File: config.mk
export PLATFORM = sky130hd
export DESIGN_NAME = business_day_return_date
export DESIGN_NICKNAME = d
export VERILOG_FILES = /design/src/sv/bdrd_pkg.sv /design/src/sv/bdrd_ctrl.sv /design/src/sv/bdrd_dpath.sv /design/src/sv/business_day_return_date.sv
export SDC_FILE = /design/constraint.sdc
export NUM_CORES = 1
export LEC_CHECK = 0
export ABC_AREA = 1
export BUFFER_PORTS_ARGS = -buffer_cell sky130_fd_sc_hd__buf_4
export CAP_MARGIN = 20
export CORE_ASPECT_RATIO = 0.6
export CORE_MARGIN = 1.5
export CORE_UTILIZATION = 65
export CTS_CLUSTER_DIAMETER = 100
export DETAILED_ROUTE_END_ITERATION = 10
export GPL_ROUTABILITY_DRIVEN = 0
export MAX_ROUTING_LAYER = met4
export PLACE_DENSITY_LB_ADDON = 0.15
export SLEW_MARGIN = 10
export SYNTH_ARGS = -nofsm -noshare
export SYNTH_HDL_FRONTEND = slang
export SYNTH_SLANG_ARGS = --single-unit
File: constraint.sdc
create_clock -name clk_i -period 8.41 [get_ports clk_i]
set_input_delay 0.841 -clock clk_i [delete_from_list [all_inputs] [get_ports clk_i]]
set_output_delay 0.841 -clock clk_i [all_outputs]
set_load 0.05 [all_outputs]
File: src/sv/bdrd_pkg.sv
// ----------------------------------------------------------------------------
// bdrd_pkg
// Shared widths, constants and controller/datapath interface types for the
// business-day return date block.
// ----------------------------------------------------------------------------
`default_nettype none

package bdrd_pkg;

  // field widths
  localparam int DayW   = 5;
  localparam int MonthW = 4;
  localparam int YearW  = 12;
  localparam int WdayW  = 3;
  localparam int CntW   = 6;
  localparam int MaskW  = 7;

  // weekend mask: reset marks friday and saturday
  localparam logic [MaskW-1:0] WeekendMaskReset = 7'd96;
  localparam logic [MaskW-1:0] MaskAllDays      = 7'd127;

  // commands from controller to datapath
  typedef struct packed {
    logic load;
    logic div_y;
    logic div_yy;
    logic sum;
    logic mod;
    logic step;
    logic finish;
  } bdrd_cmd_t;

  // status from datapath to controller
  typedef struct packed {
    logic bad;
    logic cnt_zero;
  } bdrd_status_t;

endpackage

`default_nettype wire

File: src/sv/bdrd_ctrl.sv
// ----------------------------------------------------------------------------
// bdrd_ctrl
// Sequencer: setup steps for weekday and leap-year state, then one calendar
// day per cycle until the business-day count is used up or status flags bad.
// ----------------------------------------------------------------------------
`default_nettype none

module bdrd_ctrl (
  input  wire                    clk_i,
  input  wire                    rst_ni,
  input  wire                    start_i,
  input  bdrd_pkg::bdrd_status_t status_i,
  output bdrd_pkg::bdrd_cmd_t    cmd_o,
  output logic                   busy_o
);
  import bdrd_pkg::*;

  localparam logic [2:0] S_IDLE   = 3'd0;
  localparam logic [2:0] S_DIV_Y  = 3'd1;
  localparam logic [2:0] S_DIV_YY = 3'd2;
  localparam logic [2:0] S_SUM    = 3'd3;
  localparam logic [2:0] S_MOD    = 3'd4;
  localparam logic [2:0] S_WALK   = 3'd5;

  logic [2:0] state_q, state_d;

  // next state and commands
  always_comb begin
    state_d = state_q;
    cmd_o   = '0;
    unique case (state_q)
      S_IDLE: begin
        if (start_i) begin
          cmd_o.load = 1'b1;
          state_d    = S_DIV_Y;
        end
      end
      S_DIV_Y: begin
        cmd_o.div_y = 1'b1;
        state_d     = S_DIV_YY;
      end
      S_DIV_YY: begin
        cmd_o.div_yy = 1'b1;
        state_d      = S_SUM;
      end
      S_SUM: begin
        cmd_o.sum = 1'b1;
        state_d   = S_MOD;
      end
      S_MOD: begin
        cmd_o.mod = 1'b1;
        state_d   = S_WALK;
      end
      S_WALK: begin
        if (status_i.bad || status_i.cnt_zero) begin
          cmd_o.finish = 1'b1;
          state_d      = S_IDLE;
        end else begin
          cmd_o.step = 1'b1;
        end
      end
      default: begin
        state_d = S_IDLE;
      end
    endcase
  end

  // state register
  always_ff @(posedge clk_i or negedge rst_ni) begin
    if (!rst_ni) begin
      state_q <= S_IDLE;
    end else begin
      state_q <= state_d;
    end
  end

  assign busy_o = (state_q != S_IDLE);

endmodule

`default_nettype wire

File: src/sv/bdrd_dpath.sv
// ----------------------------------------------------------------------------
// bdrd_dpath
// Date registers, weekend mask, weekday setup arithmetic and the one-day
// advance step, plus the result registers.
// ----------------------------------------------------------------------------
`default_nettype none

module bdrd_dpath (
  input  wire                               clk_i,
  input  wire                               rst_ni,
  input  bdrd_pkg::bdrd_cmd_t               cmd_i,
  output bdrd_pkg::bdrd_status_t            status_o,
  input  wire                               cfg_we_i,
  input  wire  [bdrd_pkg::MaskW-1:0]        cfg_data_i,
  input  wire  [bdrd_pkg::DayW-1:0]         start_day_i,
  input  wire  [bdrd_pkg::MonthW-1:0]       start_month_i,
  input  wire  [bdrd_pkg::YearW-1:0]        start_year_i,
  input  wire  [bdrd_pkg::CntW-1:0]         vacation_days_i,
  output logic                              done_o,
  output logic [bdrd_pkg::DayW-1:0]         return_day_o,
  output logic [bdrd_pkg::MonthW-1:0]       return_month_o,
  output logic [bdrd_pkg::YearW-1:0]        return_year_o,
  output logic [bdrd_pkg::WdayW-1:0]        return_weekday_o,
  output logic                              date_error_o
);
  import bdrd_pkg::*;

  // divide by 100 as multiply by reciprocal, exact for 12-bit years
  localparam logic [12:0] Recip100   = 13'd5243;
  localparam int          RecipShift = 19;
  localparam int          ProdW      = YearW + 13;
  localparam int          QuotW      = 6;

  localparam logic [MonthW-1:0] MonthJan = 4'd1;
  localparam logic [MonthW-1:0] MonthFeb = 4'd2;
  localparam logic [MonthW-1:0] MonthDec = 4'd12;
  localparam logic [YearW-1:0]  MaxYear  = 12'd3000;
  localparam logic [WdayW-1:0]  WdaySat  = 3'd6;

  // month length for the current year's leap flag
  function automatic logic [DayW-1:0] days_in(input logic [MonthW-1:0] m,
                                              input logic leap);
    logic [DayW-1:0] len;
    case (m)
      4'd1, 4'd3, 4'd5, 4'd7, 4'd8, 4'd10, 4'd12: len = 5'd31;
      4'd4, 4'd6, 4'd9, 4'd11:                   len = 5'd30;
      4'd2:                                      len = leap ? 5'd29 : 5'd28;
      default:                                   len = 5'd0;
    endcase
    return len;
  endfunction

  // (31 * shifted month) / 12 term of the weekday formula
  function automatic logic [4:0] month_off(input logic [MonthW-1:0] m);
    logic [4:0] off;
    case (m)
      4'd1:    off = 5'd28;
      4'd2:    off = 5'd31;
      4'd3:    off = 5'd2;
      4'd4:    off = 5'd5;
      4'd5:    off = 5'd7;
      4'd6:    off = 5'd10;
      4'd7:    off = 5'd12;
      4'd8:    off = 5'd15;
      4'd9:    off = 5'd18;
      4'd10:   off = 5'd20;
      4'd11:   off = 5'd23;
      4'd12:   off = 5'd25;
      default: off = 5'd0;
    endcase
    return off;
  endfunction

  // modulo 7 by folding octal digits (8 = 1 mod 7)
  function automatic logic [WdayW-1:0] mod7(input logic [13:0] s);
    logic [4:0] a;
    logic [3:0] b;
    a = 5'(s[2:0]) + 5'(s[5:3]) + 5'(s[8:6]) + 5'(s[11:9]) + 5'(s[13:12]);
    b = 4'(a[2:0]) + 4'(a[4:3]);
    return (b >= 4'd7) ? 3'(b - 4'd7) : 3'(b);
  endfunction

  logic [MaskW-1:0]  mask_q;
  logic [DayW-1:0]   day_q;
  logic [MonthW-1:0] month_q;
  logic [YearW-1:0]  year_q;
  logic [CntW-1:0]   cnt_q;
  logic [WdayW-1:0]  wday_q;
  logic [QuotW-1:0]  q_y_q;
  logic [QuotW-1:0]  q_yy_q;
  logic [6:0]        r100_q;
  logic [1:0]        c400_q;
  logic [13:0]       sum_q;
  logic              bad_q;
  logic              done_q;

  logic [YearW-1:0]  yy;
  logic [ProdW-1:0]  prod_y;
  logic [ProdW-1:0]  prod_yy;
  logic [YearW-1:0]  hundreds;
  logic              leap;
  logic [DayW-1:0]   mlen;
  logic              last_day;
  logic [13:0]       sum_d;
  logic              bad_d;

  // year shifted so that the year starts in march
  assign yy = year_q - ((month_q <= MonthFeb) ? 12'd1 : 12'd0);

  assign prod_y   = ProdW'(year_q) * ProdW'(Recip100);
  assign prod_yy  = ProdW'(yy) * ProdW'(Recip100);
  assign hundreds = YearW'(q_y_q) * 12'd100;

  // leap flag from year mod 4, year mod 100 and century mod 4
  assign leap     = ((year_q[1:0] == 2'd0) && (r100_q != 7'd0)) ||
                    ((r100_q == 7'd0) && (c400_q == 2'd0));
  assign mlen     = days_in(month_q, leap);
  assign last_day = (day_q == mlen);

  assign sum_d = 14'(day_q) + 14'(yy) + 14'(yy >> 2) - 14'(q_yy_q)
               + 14'(q_yy_q >> 2) + 14'(month_off(month_q));

  assign bad_d = (year_q == '0) || (year_q > MaxYear) ||
                 (month_q == '0) || (month_q > MonthDec) ||
                 (day_q == '0) || (day_q > mlen) ||
                 ((cnt_q != '0) && (mask_q == MaskAllDays));

  // weekend mask register
  always_ff @(posedge clk_i or negedge rst_ni) begin
    if (!rst_ni) begin
      mask_q <= WeekendMaskReset;
    end else if (cfg_we_i) begin
      mask_q <= cfg_data_i;
    end
  end

  // working registers
  always_ff @(posedge clk_i) begin
    if (cmd_i.load) begin
      day_q   <= start_day_i;
      month_q <= start_month_i;
      year_q  <= start_year_i;
      cnt_q   <= vacation_days_i;
    end
    if (cmd_i.div_y) begin
      q_y_q <= prod_y[RecipShift +: QuotW];
    end
    if (cmd_i.div_yy) begin
      q_yy_q <= prod_yy[RecipShift +: QuotW];
      r100_q <= 7'(year_q - hundreds);
      c400_q <= q_y_q[1:0];
    end
    if (cmd_i.sum) begin
      sum_q <= sum_d;
      bad_q <= bad_d;
    end
    if (cmd_i.mod) begin
      wday_q <= mod7(sum_q);
    end
    // one calendar day forward
    if (cmd_i.step) begin
      if (!mask_q[wday_q]) begin
        cnt_q <= cnt_q - 6'd1;
      end
      if (last_day) begin
        day_q <= 5'd1;
        if (month_q == MonthDec) begin
          month_q <= MonthJan;
          year_q  <= year_q + 12'd1;
          if (r100_q == 7'd99) begin
            r100_q <= 7'd0;
            c400_q <= c400_q + 2'd1;
          end else begin
            r100_q <= r100_q + 7'd1;
          end
        end else begin
          month_q <= month_q + 4'd1;
        end
      end else begin
        day_q <= day_q + 5'd1;
      end
      wday_q <= (wday_q == WdaySat) ? 3'd0 : wday_q + 3'd1;
    end
  end

  // result payload
  always_ff @(posedge clk_i) begin
    if (cmd_i.finish) begin
      if (bad_q) begin
        return_day_o     <= '0;
        return_month_o   <= '0;
        return_year_o    <= '0;
        return_weekday_o <= '0;
        date_error_o     <= 1'b1;
      end else begin
        return_day_o     <= day_q;
        return_month_o   <= month_q;
        return_year_o    <= year_q;
        return_weekday_o <= wday_q;
        date_error_o     <= 1'b0;
      end
    end
  end

  // result strobe
  always_ff @(posedge clk_i or negedge rst_ni) begin
    if (!rst_ni) begin
      done_q <= 1'b0;
    end else begin
      done_q <= cmd_i.finish;
    end
  end

  assign done_o            = done_q;
  assign status_o.bad      = bad_q;
  assign status_o.cnt_zero = (cnt_q == '0);

endmodule

`default_nettype wire

File: src/sv/business_day_return_date.sv
// ----------------------------------------------------------------------------
// business_day_return_date
// Return date after a number of business days from a Gregorian start date,
// with a programmable weekend mask.
// ----------------------------------------------------------------------------
// An item is taken when start_i is high and busy_o is low. It then occupies
// the block while four setup steps find the weekday and the leap-year state
// (divide by 100 by reciprocal multiply, modulo 7 by digit folding), then
// the walk advances one calendar day per cycle, and a last step hands over
// the result. 32 business days with a two-day weekend take about 46 days;
// a sparse mask stretches the walk, and 63 business days with only one
// business day per week walk up to 441 days. An invalid start date walks no
// days. done_o is high for exactly one cycle, the first cycle with busy_o
// low again, with the result on the return ports; it cannot be held off,
// so capture it in that cycle. A new start may be given in that same
// cycle. The weekend mask is written through the cfg port while the block
// is not busy; it resets to friday and saturday.
// ----------------------------------------------------------------------------
`default_nettype none

module business_day_return_date (
  input  wire                          clk_i,
  input  wire                          rst_ni,
  // command
  input  wire                          start_i,
  output logic                         busy_o,
  input  wire  [bdrd_pkg::DayW-1:0]    start_day_i,
  input  wire  [bdrd_pkg::MonthW-1:0]  start_month_i,
  input  wire  [bdrd_pkg::YearW-1:0]   start_year_i,
  input  wire  [bdrd_pkg::CntW-1:0]    vacation_days_i,
  // result
  output logic                         done_o,
  output logic [bdrd_pkg::DayW-1:0]    return_day_o,
  output logic [bdrd_pkg::MonthW-1:0]  return_month_o,
  output logic [bdrd_pkg::YearW-1:0]   return_year_o,
  output logic [bdrd_pkg::WdayW-1:0]   return_weekday_o,
  output logic                         date_error_o,
  // weekend mask write
  input  wire                          cfg_valid_i,
  output logic                         cfg_ready_o,
  input  wire  [bdrd_pkg::MaskW-1:0]   cfg_data_i
);
  import bdrd_pkg::*;

  bdrd_cmd_t    cmd;
  bdrd_status_t status;
  logic         cfg_we;

  // mask transfer only while idle
  assign cfg_ready_o = !busy_o;
  assign cfg_we      = cfg_valid_i && cfg_ready_o;

  bdrd_ctrl u_ctrl (
    .clk_i    (clk_i),
    .rst_ni   (rst_ni),
    .start_i  (start_i),
    .status_i (status),
    .cmd_o    (cmd),
    .busy_o   (busy_o)
  );

  bdrd_dpath u_dpath (
    .clk_i            (clk_i),
    .rst_ni           (rst_ni),
    .cmd_i            (cmd),
    .status_o         (status),
    .cfg_we_i         (cfg_we),
    .cfg_data_i       (cfg_data_i),
    .start_day_i      (start_day_i),
    .start_month_i    (start_month_i),
    .start_year_i     (start_year_i),
    .vacation_days_i  (vacation_days_i),
    .done_o           (done_o),
    .return_day_o     (return_day_o),
    .return_month_o   (return_month_o),
    .return_year_o    (return_year_o),
    .return_weekday_o (return_weekday_o),
    .date_error_o     (date_error_o)
  );

  // result strobe comes only once the sequencer is back to idle
  assert property (@(posedge clk_i) disable iff (!rst_ni) done_o |-> !busy_o)
    else $error("result strobe while busy");

  // an accepted start always makes the block busy
  assert property (@(posedge clk_i) disable iff (!rst_ni)
    (start_i && !busy_o) |=> busy_o)
    else $error("start accepted but block not busy");

  // strobe lasts one cycle
  assert property (@(posedge clk_i) disable iff (!rst_ni) done_o |=> !done_o)
    else $error("result strobe longer than one cycle");

  // error results carry an all-zero date
  assert property (@(posedge clk_i) disable iff (!rst_ni)
    (done_o && date_error_o) |->
      (return_day_o == '0 && return_month_o == '0 &&
       return_year_o == '0 && return_weekday_o == '0))
    else $error("error result with nonzero date");

  // good results carry a plausible date
  assert property (@(posedge clk_i) disable iff (!rst_ni)
    (done_o && !date_error_o) |->
      (return_day_o != '0 && return_month_o != '0 &&
       return_month_o <= 4'd12 && return_weekday_o <= 3'd6))
    else $error("result date out of range");

endmodule

`default_nettype wire
# Word level (Yosys, flattened, before mapping)

Memory sizes are Yosys's and may differ from the RTL's. A register that Yosys moved wholly into a read port is not among the register bits.
Cells that the tools add are included.
W data, S select, Z words.

Add/sub/neg operators: 20
Multiply operators: 3
$lt $le $gt $ge: 6
Equal/unequal tests: 23
Muxes and demuxes: 46
Reduce and logical (&&, ||, !) cells: 29

Operator list:

| cell                     | number |
|---|---|
| $mul A12 B13 Y25 const B | 2 |
| $mux W12                 | 4 |
| $mux W7                  | 5 |
| $eq A4 B4 Y1 const B     | 5 |
| $mux W3                  | 6 |
| $mux W6                  | 3 |
| $pmux W3 S6              | 1 |
| $eq A4 B3 Y1 const B     | 4 |
| $mux W4                  | 4 |
| $mux W5                  | 3 |
| $pmux W5 S3              | 1 |
| $add A14 B10 Y14         | 1 |
| $add A14 B4 Y14          | 1 |
| $add A14 B5 Y14          | 1 |
| $eq A7 B7 Y1 const B     | 2 |
| $sub A14 B6 Y14          | 1 |
| $add A5 B12 Y13          | 1 |
| $add A12 B1 Y12 const B  | 1 |
| $gt A12 B12 Y1 const B   | 1 |
| $logic_not A12 Y1        | 1 |
| $mux W1                  | 12 |
| $mux W2                  | 6 |
| $sub A12 B1 Y12          | 1 |
| $add A5 B3 Y5            | 2 |
| other kinds (42)         | 58 |

Register bits after elaboration: 102
ROM bits: 80
Bits of input ports: 38
Output and inout bits: 28
Word-level logic and storage cells: 147
Memories: 1

Memory list:

| name             | depth | width | read ports | clocked after Yosys merged registers in | wr ports | line             | RTL |
|---|---|---|---|---|---|---|---|
| (name not given) | 16    | 5     | 1          | 1                                       | 0        | bdrd_dpath.sv:56 | `case (m)` |

# Logic depth before layout (Yosys ltp)

Word-level depth: 9
Mapped depth: 34
Gate-level depth less buffers: 34

# Cells and area by module

Synthesis repeated with hierarchy kept, for this count alone.

Cells, all modules: 1597
Area, all modules: 13260.2 um2

Modules (own cells, without submodules):

| module                   | times used | cells each | area an instance (um2) | seq. area each (um2) |
|---|---|---|---|---|
| bdrd_dpath               | 1          | 1567       | 13071.3                | 2695.1 |
| bdrd_ctrl                | 1          | 27         | 175.2                  | 75.1 |
| business_day_return_date | 1          | 3          | 13.8                   | 0.0 |

# Least setup slack after synthesis

Ideal clock, no wire load.

Kind: register -> register
Start: reg u_dpath.month_q[0]
End: reg u_dpath.q_yy_q[5], data pin
Setup time: 0.252 ns
Arrival time: 5.422 ns
Required time: 8.158 ns
Setup slack: 2.736 ns
Stages on the path, launching flop included: 28
Buffers on the path: 0
Period minus slack after synthesis: 5.674 ns
Cells stage by stage: dfxtp_1 -> inv_1 -> ha_1 -> inv_1 -> a21oi_1 -> ha_1 -> nand2_1 -> nor2_2 -> xor2_1 -> inv_1 -> fa_1 -> fa_1 -> fa_1 -> inv_1 -> fa_1 -> inv_1 -> fa_1 -> inv_1 -> ha_1 -> nand2_1 -> nor2_1 -> nand2_1 -> nand2_1 -> nand2_1 -> nand2_1 -> nor2_1 -> nand2_1 -> nand2_1

Cells in the longest elaborated chain, start to end: 4

RTL lines:

| what                          | line              | RTL |
|---|---|---|
| start: declaration            | bdrd_dpath.sv:85  | `logic [MonthW-1:0] month_q;` |
| start signal: assignment      | bdrd_dpath.sv:141 | `month_q <= start_month_i;` |
| start signal: assignment      | bdrd_dpath.sv:168 | `month_q <= MonthJan;` |
| start signal: assignment      | bdrd_dpath.sv:177 | `month_q <= month_q + 4'd1;` |
| $le A4 B2 Y1                  | bdrd_dpath.sv:108 | `assign yy = year_q - ((month_q <= MonthFeb) ? 12'd1 : 12'd0);` |
| $mux W1                       | bdrd_dpath.sv:108 |  |
| $sub A12 B1 Y12               | bdrd_dpath.sv:108 |  |
| $mul A12 B13 Y25              | bdrd_dpath.sv:111 | `assign prod_yy = ProdW'(yy) * ProdW'(Recip100);` |
| named net u_dpath.prod_yy[24] | bdrd_dpath.sv:99  | `logic [ProdW-1:0] prod_yy;` |
| end signal: assignment        | bdrd_dpath.sv:149 | `q_yy_q <= prod_yy[RecipShift +: QuotW];` |
| end: declaration              | bdrd_dpath.sv:90  | `logic [QuotW-1:0] q_yy_q;` |

The timed path passes the listed nets, and every way through them passes these cells.
A chain may end at the register's enable or synchronous reset.

# Final worst setup path

Start: reg u_dpath.month_q[0]
End: reg u_dpath.q_yy_q[2], data pin

Same word-level chain as after synthesis.

==> reports/qor.csv <==
stage,metric,value,unit
routing,drt_iter0_markers,976,
synth,synth-edff-count,59,
synth,yosysUniqueCellTypes,53,
routing,routed_wl,34300,um
die,initial_utilization,67.2,%
clocking,ctsHoldBuffers,0,
clocking,post-cts-setup-buffers,0,
final_layout,final_nets,2119,
critical_path,cp_data_arrival_time,6.82,ns
synth,synthTopCellsByArea,"ha_1, fa_1, edfxtp_1",
global_route,grt_pass1_vias,10668,
critical_path,cp-start-kind,register,
outcome,status,finished clean,
global_route,grtUsageMet2,46.0,%
clocking,cts_buffers,9,
final_layout,final_cell_area,14700,um2
place,dp_hpwl,29000,um
global_route,grt_overflow,0,
critical_path,cp_max_fo,6,
synth,synth_warnings,0,
final_layout,fillers,1558,
synth,synthFlopType,edfxtp_1,
synth,syn_area,13700,um2
timing,slew_violations,0,
synth,ys_ff_latch,106,
clocking,clk_latency,0.37,ns
clocking,clkTransAtPathRegs,0.09,ns
critical_path,crit_type,register to register,
global_route,top_usage_layer,met1,
global_route,grt_max_degree,31,
global_route,met1_usage,50.0,%
synth,yosysTopAreaCell,ha_1,
synth,seq_area_frac_synth,20.3,%
critical_path,cpMaxStageDelayCell,fa_1,
clocking,cts_buffer_depth,2,
clocking,cts_tree,done,
routing,vias,11285,
final_layout,drive_gt1_share,8.28,%
critical_path,cp.required,8.54,ns
synth,yosysTopAreaCellShare,22.5,%
timing,rsz0062_at_grt,no,
critical_path,cp_top_family,adder cells,
global_route,grt_first_pass_wirelength,55400,um
routing,drc,0,
clocking,htree_num_levels,3,
place,place_area,14400,um2
die,die_area,21900,um2
critical_path,max_stage_delay,0.54,ns
synth,synthCells,1658,
synth,synth_nets,2054,
final_layout,area_delta_synth_final,7.77,%
timing,finalHoldViolations,0,
synth,async_flop_share,10.4,%
die,rows,40,
die,io_pins,66,
final_layout,antenna_cells,0,
routing,post_drt_via_cell_ratio,5.64,
timing,min_period,6.69,ns
synth,syn_area_per_cell,8.24,um2
timing,tns,0,ns
timing,worst_clock_skew,0.0236,ns
critical_path,end_kind,register,
timing,setup_viol,0,
global_route,grt_util_met3,11.5,%
critical_path,crit_buf_inv,6,
routing,wl_per_cell,17.1,um
clocking,cts_root_buffer,clkbuf_16,
routing,firstDrtPassIters,6,
flow_run,drv_cap,0,
timing,relSlewSlack,31.5,%
die,die_y,115,um
routing,drtAntennaViolNets,0,
worst_hold_path,hp-class,primary input to async pin,
timing,worst_slew_pin_slew,1.02,ns
die,die_x,190,um
die,coreArea,20300,um2
timing,max_freq,149,MHz
clocking,clock_sinks,106,
timing,final.period_utilization,79.5,%
place,io_buffers,65,
global_route,antenna_found_initial,0,
global_route,grtUsageTotal,34.1,%
clocking,cts_resized,0,
cells in the final DEF, fill, tap and decap left out, drive strengths merged, types with 2 or more instances in the layout:
master	instances
nand2	321
dfrtp	9
fa	112
nand3b	2
nor2	125
nand3	83
a21o	4
buf	69
clkbuf	12
nor3	17
o21ai	78
ha	246
xor2	45
o21bai	7
a31oi	7
edfxtp	59
o21a	3
o31ai	2
xnor2	15
mux2	6
inv	354
nand4	20
dfxtp	36
a21oi	70
dfstp	2
or2	10
o211ai	6
metrics by stage:
stage,instances,hold slack [ns],worst slack (ns),utilization [%]
2_1_floorplan,1658,0.424,2.74,-
3_3_place_gp,1985,0.483,2.11,71.0
3_5_place_dp,1985,0.493,1.87,71.0
4_1_cts,2001,0.301,1.85,72.4
5_1_grt,2001,0.297,1.50,72.4
6_report,2001,0.299,1.72,72.4
Yosys cell counts, types with 10 or more instances:
cell type  number
xnor2_1        15
inv_2          10
fa_1          112
nand4_1        20
xor2_1         43
nand2_1       311
a21oi_1        69
nor2_1        115
dfxtp_1        36
nor3_1         16
o21ai_1        19
nand3_1        79
o21ai_0        56
ha_1          246
inv_1         339
edfxtp_1       59
routing by layer:
metal  share of wire [%]  wire length (um)  vias to the layer above
li1                    -                 -                     5431
met1                  47             16300                     5302
met2                  39             13300                      526
met3                  13              4440                       26
met4                0.86               293                        0
met5                   0                 0                        -
final cells by class:
cell class	count	area, um2	share of cell area (%)
Inverter	350	1320	8.94
Tap cell	273	342	2.32
Clock buffer	12	256	1.74
Timing Repair Buffer	69	518	3.52
Multi-Input combinational cell	1187	9480	64.4
Clock inverter	4	40.0	0.272
Sequential cell	106	2770	18.8
registers in the layout, summed over array words and instances, names as in the netlist, 4 cells and up, named ones only:
| name | cells |
|---|---|
| u_dpath.return_year_o | 12 |
| u_dpath.sum_q | 14 |
| u_dpath.month_q | 4 |
| u_dpath.return_day_o | 5 |
| u_dpath.cnt_q | 6 |
| u_dpath.return_month_o | 4 |
| u_dpath.q_yy_q | 6 |
| u_dpath.mask_q | 7 |
| u_dpath.q_y_q | 5 |
| u_dpath.day_q | 5 |
| u_dpath.year_q | 12 |
| u_dpath.r100_q | 7 |
logic make-up (layout without fill, tap and decap cells):
group,count (synthesis),after routing,share of synthesized area (%)
AO/OA/AOI/OAI,183,183,7.48
XOR/XNOR,60,60,4.04
adder cells (fa/ha/maj),358,358,39.0
buffers and inverters,365,435,10.4
flip-flops,106,106,20.3
multiplexers,6,6,0.495
AND/OR/NAND/NOR,580,580,18.4
final timing paths:
check	cells after the start	end	slack [ns]	from
worst min-delay path	1	u_dpath.mask_q[1]	0.30	rst_ni
min in group clk_i	2	u_dpath.mask_q[6]	0.51	u_dpath.mask_q[6]
max in group asynchronous	1	u_dpath.mask_q[5]	7.89	rst_ni
worst max register to register	30	u_dpath.q_yy_q[2]	1.72	u_dpath.month_q[0]
worst max-delay path	30	u_dpath.q_yy_q[2]	1.72	u_dpath.month_q[0]
worst min register to register	2	u_dpath.mask_q[6]	0.51	u_dpath.mask_q[6]
Power is not shown: default switching activity piles up to over one toggle a cycle in this logic, so the estimate is an artifact.
